$ cat src/hw/rtl/sha1s_pkg.sv
package sha1s_pkg;

    // Input request: command plus message byte
    typedef struct packed {
        logic       command;
        logic [7:0] data_byte;
    } t_in_req;

    // Output request: one digest byte
    typedef struct packed {
        logic [7:0] digest_byte;
        logic       last_byte;
    } t_out_rsp;

    // Queue head as seen by the back end, already classified
    typedef struct packed {
        logic       valid;
        logic       is_finish;
        logic [7:0] data_byte;
    } t_queue_head;

    localparam int QUEUE_DEPTH = 4;

    localparam logic CMD_ABSORB = 1'b0;
    localparam logic CMD_FINISH = 1'b1;

    localparam logic [7:0] PAD_BYTE  = 8'h80;
    localparam logic [5:0] LEN_START = 6'd56;
    localparam logic [6:0] LAST_ROUND = 7'd79;
    localparam logic [4:0] LAST_DIGEST_BYTE = 5'd19;

    localparam logic [31:0] H_INIT [5] = '{
        32'h67452301, 32'hefcdab89, 32'h98badcfe, 32'h10325476, 32'hc3d2e1f0
    };

    localparam logic [31:0] K_0 = 32'h5a827999;
    localparam logic [31:0] K_1 = 32'h6ed9eba1;
    localparam logic [31:0] K_2 = 32'h8f1bbcdc;
    localparam logic [31:0] K_3 = 32'hca62c1d6;

    // Round function selected by round number
    function automatic logic [31:0] round_f(input logic [6:0] round,
                                            input logic [31:0] b,
                                            input logic [31:0] c,
                                            input logic [31:0] d);
        logic [31:0] res;
        if (round < 7'd20) begin
            res = (b & c) | (~b & d);
        end else if (round < 7'd40) begin
            res = b ^ c ^ d;
        end else if (round < 7'd60) begin
            res = (b & c) | (b & d) | (c & d);
        end else begin
            res = b ^ c ^ d;
        end
        return res;
    endfunction

    // Round constant selected by round number
    function automatic logic [31:0] round_k(input logic [6:0] round);
        logic [31:0] res;
        if (round < 7'd20) begin
            res = K_0;
        end else if (round < 7'd40) begin
            res = K_1;
        end else if (round < 7'd60) begin
            res = K_2;
        end else begin
            res = K_3;
        end
        return res;
    endfunction

endpackage

$ cat src/hw/rtl/sha1s_front.sv
module sha1s_front #(
    parameter int QUEUE_DEPTH = sha1s_pkg::QUEUE_DEPTH
) (
    input  logic                  i_clk,
    input  logic                  i_rst_n,
    input  logic                  i_in_valid,
    output logic                  o_in_ready,
    input  sha1s_pkg::t_in_req    i_in_req,
    input  logic                  i_pop,
    output sha1s_pkg::t_queue_head o_head
);

    localparam int PTR_W = (QUEUE_DEPTH > 1) ? $clog2(QUEUE_DEPTH) : 1;
    localparam int CNT_W = $clog2(QUEUE_DEPTH + 1);

    sha1s_pkg::t_in_req r_entry [QUEUE_DEPTH];
    logic [PTR_W-1:0]   r_wr_ptr;
    logic [PTR_W-1:0]   r_rd_ptr;
    logic [CNT_W-1:0]   r_count;

    logic push;
    logic pop;

    assign o_in_ready = (r_count != CNT_W'(QUEUE_DEPTH));
    assign push       = i_in_valid && o_in_ready;
    assign pop        = i_pop && (r_count != '0);

    // Classify the head request for the back end
    assign o_head.valid     = (r_count != '0);
    assign o_head.is_finish = (r_entry[r_rd_ptr].command == sha1s_pkg::CMD_FINISH);
    assign o_head.data_byte = r_entry[r_rd_ptr].data_byte;

    // Queue storage
    always_ff @(posedge i_clk) begin
        if (push) begin
            r_entry[r_wr_ptr] <= i_in_req;
        end
    end

    // Pointers and fill count
    always_ff @(posedge i_clk) begin
        if (!i_rst_n) begin
            r_wr_ptr <= '0;
            r_rd_ptr <= '0;
            r_count  <= '0;
        end else begin
            if (push) begin
                r_wr_ptr <= (r_wr_ptr == PTR_W'(QUEUE_DEPTH - 1)) ? '0 : r_wr_ptr + 1'b1;
            end
            if (pop) begin
                r_rd_ptr <= (r_rd_ptr == PTR_W'(QUEUE_DEPTH - 1)) ? '0 : r_rd_ptr + 1'b1;
            end
            case ({push, pop})
                2'b10:   r_count <= r_count + 1'b1;
                2'b01:   r_count <= r_count - 1'b1;
                default: r_count <= r_count;
            endcase
        end
    end

endmodule

$ cat src/hw/rtl/sha1s_back.sv
module sha1s_back (
    input  logic                   i_clk,
    input  logic                   i_rst_n,
    input  sha1s_pkg::t_queue_head i_head,
    output logic                   o_pop,
    output logic                   o_out_valid,
    input  logic                   i_out_ready,
    output sha1s_pkg::t_out_rsp    o_out_rsp
);

    localparam logic [2:0] S_ABSORB = 3'd0;
    localparam logic [2:0] S_PAD    = 3'd1;
    localparam logic [2:0] S_LEN    = 3'd2;
    localparam logic [2:0] S_COMP   = 3'd3;
    localparam logic [2:0] S_SUM    = 3'd4;
    localparam logic [2:0] S_OUT    = 3'd5;

    logic [2:0]  r_state;
    logic [2:0]  r_ret;
    logic [5:0]  r_fill;
    logic [60:0] r_count;
    logic [63:0] r_len;
    logic        r_pad_first;
    logic [23:0] r_acc;
    logic [31:0] r_w [16];
    logic [31:0] r_h [5];
    logic [31:0] r_a, r_b, r_c, r_d, r_e;
    logic [6:0]  r_round;
    logic [4:0]  r_oidx;
    logic        r_out_valid;
    sha1s_pkg::t_out_rsp r_out;

    logic        wr_en;
    logic [7:0]  wr_byte;
    logic [2:0]  wr_ret;
    logic        load_out;
    logic [31:0] new_w;
    logic [31:0] t_sum;
    logic [31:0] out_word;
    logic [7:0]  out_byte;

    assign o_out_valid = r_out_valid;
    assign o_out_rsp   = r_out;
    assign load_out    = (r_state == S_OUT) && (!r_out_valid || i_out_ready);

    // Byte write into the block: absorbed data, padding or length
    always_comb begin
        wr_en   = 1'b0;
        wr_byte = i_head.data_byte;
        wr_ret  = S_ABSORB;
        o_pop   = 1'b0;
        unique case (r_state)
            S_ABSORB: begin
                o_pop = i_head.valid;
                wr_en = i_head.valid && !i_head.is_finish;
            end
            S_PAD: begin
                wr_en   = r_pad_first || (r_fill != sha1s_pkg::LEN_START);
                wr_byte = r_pad_first ? sha1s_pkg::PAD_BYTE : 8'h00;
                wr_ret  = S_PAD;
            end
            S_LEN: begin
                wr_en   = 1'b1;
                wr_byte = r_len[63:56];
                wr_ret  = S_OUT;
            end
            default: begin
                wr_en = 1'b0;
            end
        endcase
    end

    // Round datapath
    assign new_w = {r_w[13] ^ r_w[8] ^ r_w[2] ^ r_w[0]} << 1
                 | {31'd0, r_w[13][31] ^ r_w[8][31] ^ r_w[2][31] ^ r_w[0][31]};
    assign t_sum = {r_a[26:0], r_a[31:27]} + sha1s_pkg::round_f(r_round, r_b, r_c, r_d)
                 + r_e + sha1s_pkg::round_k(r_round) + r_w[0];

    // Digest byte selection, most significant byte first
    assign out_word = r_h[r_oidx[4:2]];
    always_comb begin
        case (r_oidx[1:0])
            2'd0:    out_byte = out_word[31:24];
            2'd1:    out_byte = out_word[23:16];
            2'd2:    out_byte = out_word[15:8];
            default: out_byte = out_word[7:0];
        endcase
    end

    // Message schedule window, word packing and round registers
    always_ff @(posedge i_clk) begin
        if (wr_en) begin
            if (r_fill[1:0] == 2'd3) begin
                for (int i = 0; i < 15; i++) begin
                    r_w[i] <= r_w[i + 1];
                end
                r_w[15] <= {r_acc, wr_byte};
            end else begin
                r_acc <= {r_acc[15:0], wr_byte};
            end
            if (r_fill == 6'd63) begin
                r_a <= r_h[0];
                r_b <= r_h[1];
                r_c <= r_h[2];
                r_d <= r_h[3];
                r_e <= r_h[4];
            end
        end else if (r_state == S_COMP) begin
            for (int i = 0; i < 15; i++) begin
                r_w[i] <= r_w[i + 1];
            end
            r_w[15] <= new_w;
            r_a <= t_sum;
            r_b <= r_a;
            r_c <= {r_b[1:0], r_b[31:2]};
            r_d <= r_c;
            r_e <= r_d;
        end
        if (r_state == S_ABSORB && i_head.valid && i_head.is_finish) begin
            r_len <= {r_count, 3'b000};
        end else if (r_state == S_LEN) begin
            r_len <= {r_len[55:0], 8'h00};
        end
        if (load_out) begin
            r_out.digest_byte <= out_byte;
            r_out.last_byte   <= (r_oidx == sha1s_pkg::LAST_DIGEST_BYTE);
        end
    end

    // Control sequencer
    always_ff @(posedge i_clk) begin
        if (!i_rst_n) begin
            r_state     <= S_ABSORB;
            r_ret       <= S_ABSORB;
            r_fill      <= '0;
            r_count     <= '0;
            r_pad_first <= 1'b0;
            r_round     <= '0;
            r_oidx      <= '0;
            r_out_valid <= 1'b0;
            for (int i = 0; i < 5; i++) begin
                r_h[i] <= sha1s_pkg::H_INIT[i];
            end
        end else begin
            if (r_out_valid && i_out_ready && !load_out) begin
                r_out_valid <= 1'b0;
            end
            if (wr_en) begin
                r_fill <= r_fill + 1'b1;
                if (r_state == S_PAD) begin
                    r_pad_first <= 1'b0;
                end
                if (r_fill == 6'd63) begin
                    r_state <= S_COMP;
                    r_ret   <= wr_ret;
                    r_round <= '0;
                end
            end
            unique case (r_state)
                S_ABSORB: begin
                    if (i_head.valid) begin
                        if (i_head.is_finish) begin
                            r_state     <= S_PAD;
                            r_pad_first <= 1'b1;
                        end else begin
                            r_count <= r_count + 1'b1;
                        end
                    end
                end
                S_PAD: begin
                    if (!wr_en) begin
                        r_state <= S_LEN;
                    end
                end
                S_LEN: begin
                end
                S_COMP: begin
                    r_round <= r_round + 1'b1;
                    if (r_round == sha1s_pkg::LAST_ROUND) begin
                        r_state <= S_SUM;
                    end
                end
                S_SUM: begin
                    r_h[0]  <= r_h[0] + r_a;
                    r_h[1]  <= r_h[1] + r_b;
                    r_h[2]  <= r_h[2] + r_c;
                    r_h[3]  <= r_h[3] + r_d;
                    r_h[4]  <= r_h[4] + r_e;
                    r_state <= r_ret;
                    r_oidx  <= '0;
                end
                S_OUT: begin
                    if (load_out) begin
                        r_out_valid <= 1'b1;
                        r_oidx      <= r_oidx + 1'b1;
                        if (r_oidx == sha1s_pkg::LAST_DIGEST_BYTE) begin
                            // Digest done: restart for the next message
                            r_state <= S_ABSORB;
                            r_count <= '0;
                            r_fill  <= '0;
                            for (int i = 0; i < 5; i++) begin
                                r_h[i] <= sha1s_pkg::H_INIT[i];
                            end
                        end
                    end
                end
                default: begin
                    r_state <= S_ABSORB;
                end
            endcase
        end
    end

endmodule

$ cat src/hw/rtl/sha1_stream_hasher.sv
// SHA-1 hasher fed one request per byte.
// Input channel (i_in_valid / o_in_ready / i_in_req): command 0 absorbs
// data_byte, command 1 finishes the message. Requests land in a short
// queue (QUEUE_DEPTH entries) that decouples the input from the engine.
// Output channel (o_out_valid / i_out_ready / o_out_rsp): after a finish,
// 20 digest bytes, word 0 most significant byte first, last_byte on the
// twentieth.
// Every 64th absorbed byte starts a compression (80 rounds on one shared
// round unit, then the chaining-word add); the engine takes no byte from
// the queue while it runs.
// Finish: 0x80 pad byte, zero padding, 64-bit bit length, one or two
// compressions, then one digest byte per cycle while the receiver is ready.
// Reset (synchronous, active low) empties the queue and loads the initial
// chaining words; after each digest the engine reloads them, the queue is kept.
// When the receiver stalls, the output register holds its byte and the
// engine waits; the queue keeps accepting until it is full.
module sha1_stream_hasher #(
    parameter int QUEUE_DEPTH = sha1s_pkg::QUEUE_DEPTH
) (
    input  logic                i_clk,
    input  logic                i_rst_n,
    input  logic                i_in_valid,
    output logic                o_in_ready,
    input  sha1s_pkg::t_in_req  i_in_req,
    output logic                o_out_valid,
    input  logic                i_out_ready,
    output sha1s_pkg::t_out_rsp o_out_rsp
);

    sha1s_pkg::t_queue_head head;
    logic                   pop;

    // Front end: request queue and classification
    sha1s_front #(
        .QUEUE_DEPTH(QUEUE_DEPTH)
    ) u_front (
        .i_clk      (i_clk),
        .i_rst_n    (i_rst_n),
        .i_in_valid (i_in_valid),
        .o_in_ready (o_in_ready),
        .i_in_req   (i_in_req),
        .i_pop      (pop),
        .o_head     (head)
    );

    // Back end: block packing, padding, compression and digest output
    sha1s_back u_back (
        .i_clk       (i_clk),
        .i_rst_n     (i_rst_n),
        .i_head      (head),
        .o_pop       (pop),
        .o_out_valid (o_out_valid),
        .i_out_ready (i_out_ready),
        .o_out_rsp   (o_out_rsp)
    );

endmodule
$ cat config.mk
export PLATFORM = sky130hd
export DESIGN_NAME = sha1_stream_hasher
export DESIGN_NICKNAME = d
export VERILOG_FILES = /design/src/hw/rtl/sha1s_pkg.sv /design/src/hw/rtl/sha1s_front.sv /design/src/hw/rtl/sha1s_back.sv /design/src/hw/rtl/sha1_stream_hasher.sv
export SDC_FILE = /design/constraint.sdc
export NUM_CORES = 2
export LEC_CHECK = 0
export BUFFER_PORTS_ARGS = -buffer_cell sky130_fd_sc_hd__buf_4
export CORE_ASPECT_RATIO = 1.25
export CORE_MARGIN = 2
export CORE_UTILIZATION = 66
export CTS_BUF_LIST = sky130_fd_sc_hd__clkbuf_4
export DETAILED_ROUTE_END_ITERATION = 12
export PLACE_DENSITY_LB_ADDON = 0.15
export SLEW_MARGIN = 20
export SYNTH_ARGS = -nofsm -noshare
export SYNTH_HDL_FRONTEND = slang
export SYNTH_SLANG_ARGS = --single-unit
export TNS_END_PERCENT = 100
$ cat constraint.sdc
create_clock -name i_clk -period 19.1 [get_ports i_clk]
set_clock_uncertainty 0.05 [all_clocks]
set_input_delay 3.82 -clock i_clk [delete_from_list [all_inputs] [get_ports i_clk]]
set_output_delay 3.82 -clock i_clk [all_outputs]
set_load 0.05 [all_outputs]
==> summary.md <==
| Metric | Value |
|---|---|
| Die area | 81800 um2 |
| Clock buffer depth | 4 |
| Final Hold Viols | 0 |
| Register area share after synthesis | 58.8% |
| Number of routed nets with antenna violations | 0 |
| Hold-fix buffers at CTS | 0 |
| CP Launch Type | flip-flop |
| Gate power share | 16.7% |
| Leak pwr | 21.1 nW |
| Vert. Die Dim | 319 um |
| Gr ovfl total | 0 |
| Switching share of total power | 28.7% |
| Clock buffers created by TritonCTS | 277 |
| FFs w/ async S/R, synth | 0% |
| Cell variety after synth | 82 |
| First-pass GRT wire length | 204000 um |
| Ys Warns | 0 |
| Syn_nets | 4609 |
| CP max-delay cell | a21oi_1 |
| Detailed Place HPWL | 96300 um |
| Arrival time worst endpoint | 8580 ps |
| Vias post-DR | 34.8k |
| MaxCap Viol Count | 0 |
| Clock latency at the later pin of the worst-skew pair | 1140 ps |
| Setup violations, final | 0 |
| Vias per cell | 6.12 |
| Proportion of layout cells with a drive suffix above 1 | 12.3% |
| Fin Hold WS | 312 ps |
| Placer's final routability congestion estimate | 1.04 |
| Core area | 78700 um2 |
| Worst-margin pin slew | 1190 ps |
| PostCTS Resize Cnt | 0 |
| Outcome | finished, final reports clean |
| Setup crit end kind | flip-flop |
| Initial core utilization | 66.7% |
| Fin. max-slew vios | 0 |
| Ranking of synthesized cells by area | edfxtp_1 55%, ha_1 5.6%, fa_1 4.8% |
| Root buffer cell | clkbuf_4 |
| Hold/Removal Path Class | reg -> reg |
| Final WL | 136000 um |
| CTS tree | built |
| Area grow syn2layout | 8.89% |
| Register clock-pin slew on the reported worst setup and hold paths | 60 ps |
| Clock Sink Count | 1060 |
| WP data required | 19980 ps |
| Largest net degree at the start of global routing | 208 |
| Max Fclk | 130 MHz |
| Period Utilization, post-route | 40.3% |
| Setup TNS | 0 ps |
| Port buffer count | 23 |
| Max-slew headroom | 20.0% |
| Chip width | 256 um |
| Setup Fix Bufs, Post-CTS | 0 |
| Net Sw Power | 1.64 mW |
| Initial DRT Pass Iterations | 8 |
| Post-synthesis cell count | 4237 |
| Tot GR Track Use | 33.8% |
| Unrepaired setup endpoints after global routing | false |
| Wire per inst | 24.0 um |
| Peak fanout along the critical path | 22 |
| Clock group share of total power | 33.0% |
| Synthesized cell area | 52500 um2 |
| Vias in the first global route | 34.2k |
| P_int | 4.07 mW |
| DRT iter0 DRCs | 3720 |
| Sequential share of power | 50.3% |
| Reg2reg setup slack | 11400 ps |
| Synth top area share | 55.0% |
| CTS H-tree depth | 5 |
| Post-synth EDFFs | 962 |
| Kind of critical path | reg -> reg |
| Initial antenna violation count | 3 |
| Main synth FF type | edfxtp_1 |
| FP Rows | 115 |
| Cell area power density | 100 nW/um2 |
| Synth area leader | edfxtp_1 |
| # IOs | 24 |
| Worst vdd ir | 122 uV |
| FF+latch count, synth | 1060 |
| Layout fillers | 5448 |
| # DRC | 0 |
| Critical path's largest stage delay | 550 ps |
| Syn_area_per_cell | 12.4 um2 |
| Fin nets | 4820 |
| Tmin final | 7700 ps |
[power by group through the flow]
stage / logic [mW] / registers (mW) / clock network (mW)
floorplan: 0.699 / 2.90 / 0
global placement: 0.913 / 2.92 / 0
detailed placement: 0.946 / 2.92 / 0
CTS: 0.948 / 2.88 / 1.93
global route: 1.06 / 2.88 / 2.04
finish: 0.952 / 2.88 / 1.89
[state kept, by name, summed over array words and instances, names as in the netlist, 2 cells and up, named ones only]
name,cells
u_back.o_out_rsp,9
u_back.r_a,32
u_back.r_acc,24
u_back.r_b,32
u_back.r_c,32
u_back.r_count,61
u_back.r_d,32
u_back.r_e,32
u_back.r_fill,6
u_back.r_h,160
u_back.r_len,61
u_back.r_oidx,5
u_back.r_ret,2
u_back.r_round,7
u_back.r_state,3
u_back.r_w,512
u_front.r_count,3
u_front.r_entry,36
u_front.r_rd_ptr,2
u_front.r_wr_ptr,2
[worst max-delay path: cells and delay by family (launching register included)]
family	cells	cell delay, ps
flops	1	370
buf+inv	6	1100
compound gates	8	2370
fa+ha+maj	5	1980
simple gates	7	1650
[area by class of cell]
cell class	count	area (um2)	area share (%)
multi-input cells	2815	20400	35.6
well taps	1053	1320	2.31
repair buffers	51	420	0.736
clock inverters	83	427	0.747
flip-flops and latches	1060	30900	54.0
inverters	243	912	1.60
clock buffers	380	2850	4.99
diodes	1	2.50	0.00438
[cell families (layout without fill, tap and decap cells)]
family	Yosys count	after routing	synth area share, %
xor gates and xnor gates	301	301	5.02
buffers and inverters	362	757	2.61
other	0	1	0
and+or+nand+nor	1319	1319	11.2
muxes	106	106	3.16
adders and majority gates	359	359	10.3
DFF	1060	1060	58.8
AOI/OAI and AO/OA	730	730	8.86
[synthesized netlist by cell type (all sizes together) (16+ instances only)]
| cell type | number |
|---|---|
| nand3 | 66 |
| nor3 | 52 |
| mux2 | 53 |
| a21o | 63 |
| ha | 234 |
| dfxtp | 98 |
| a31oi | 24 |
| fa | 125 |
| buf | 16 |
| xnor2 | 194 |
| nor2 | 327 |
| nand2 | 612 |
| xor2 | 107 |
| clkbuf | 103 |
| and2 | 26 |
| edfxtp | 962 |
| o21ai | 195 |
| o21bai | 25 |
| a222oi | 16 |
| or3 | 23 |
| a21oi | 199 |
| a211oi | 40 |
| and3 | 34 |
| o21a | 32 |
| mux4 | 41 |
| o32ai | 21 |
| nand4 | 35 |
| inv | 242 |
| nand2b | 33 |
| o211ai | 17 |
| nor2b | 55 |
[placed cells by master, fill, tap and decap left out, types with 21 or more instances in the layout]
cell / netlist / layout
clkinv_1: 1 / 69
and2_1: 25 / 25
buf_4: 0 / 48
and3_1: 34 / 34
mux2_2: 53 / 53
fa_1: 125 / 125
clkbuf_4: 0 / 380
o21a_1: 32 / 32
a21o_1: 63 / 63
nand3_1: 65 / 63
nand2_1: 610 / 605
xor2_1: 107 / 107
mux4_2: 36 / 36
edfxtp_1: 962 / 962
inv_1: 242 / 242
ha_1: 234 / 234
xnor2_1: 194 / 194
o21ai_0: 195 / 194
nor2_1: 327 / 325
o21bai_1: 25 / 25
nor3_1: 51 / 51
a211oi_1: 40 / 40
a21oi_1: 199 / 199
a31oi_1: 24 / 23
nor2b_1: 55 / 54
dfxtp_1: 98 / 97
nand2b_1: 33 / 32
or3_1: 23 / 23
o32ai_1: 21 / 21
nand4_1: 34 / 34
[through the flow]
step	util, %	total power [mW]	std cells	area, um2	worst slack [ps]
detailed placement	68.4	3.87	5222	53900	11400
floorplan	-	3.60	4237	52500	5000
finish	72.6	5.71	5686	57100	11400
global route	72.6	5.98	5686	57100	10910
global placement	68.4	3.83	5222	53900	11460
CTS	72.6	5.75	5685	57100	11510
[worst paths after layout]
check	from	depth (start not counted)	end
worst max-delay path	u_back.r_round[4]	26	u_back.r_a[17]
worst min-delay path	u_back.r_w[1][252]	0	u_back.r_w[1][220]
worst max register to register	u_back.r_round[4]	26	u_back.r_a[17]
worst min register to register	u_back.r_w[1][252]	0	u_back.r_w[1][220]
[per-layer routing]
layer  part of all wire, %  global-route usage [%]  vias up
met4                   7.8                    24.0        4
met1                    38                    42.5    16800
met5                 0.020                       0        -
met2                    46                    52.6     1737
li1                      -                       -    15900
met3                   8.2                    6.93      424
No activity file was read; power rests on OpenSTA's default activity.
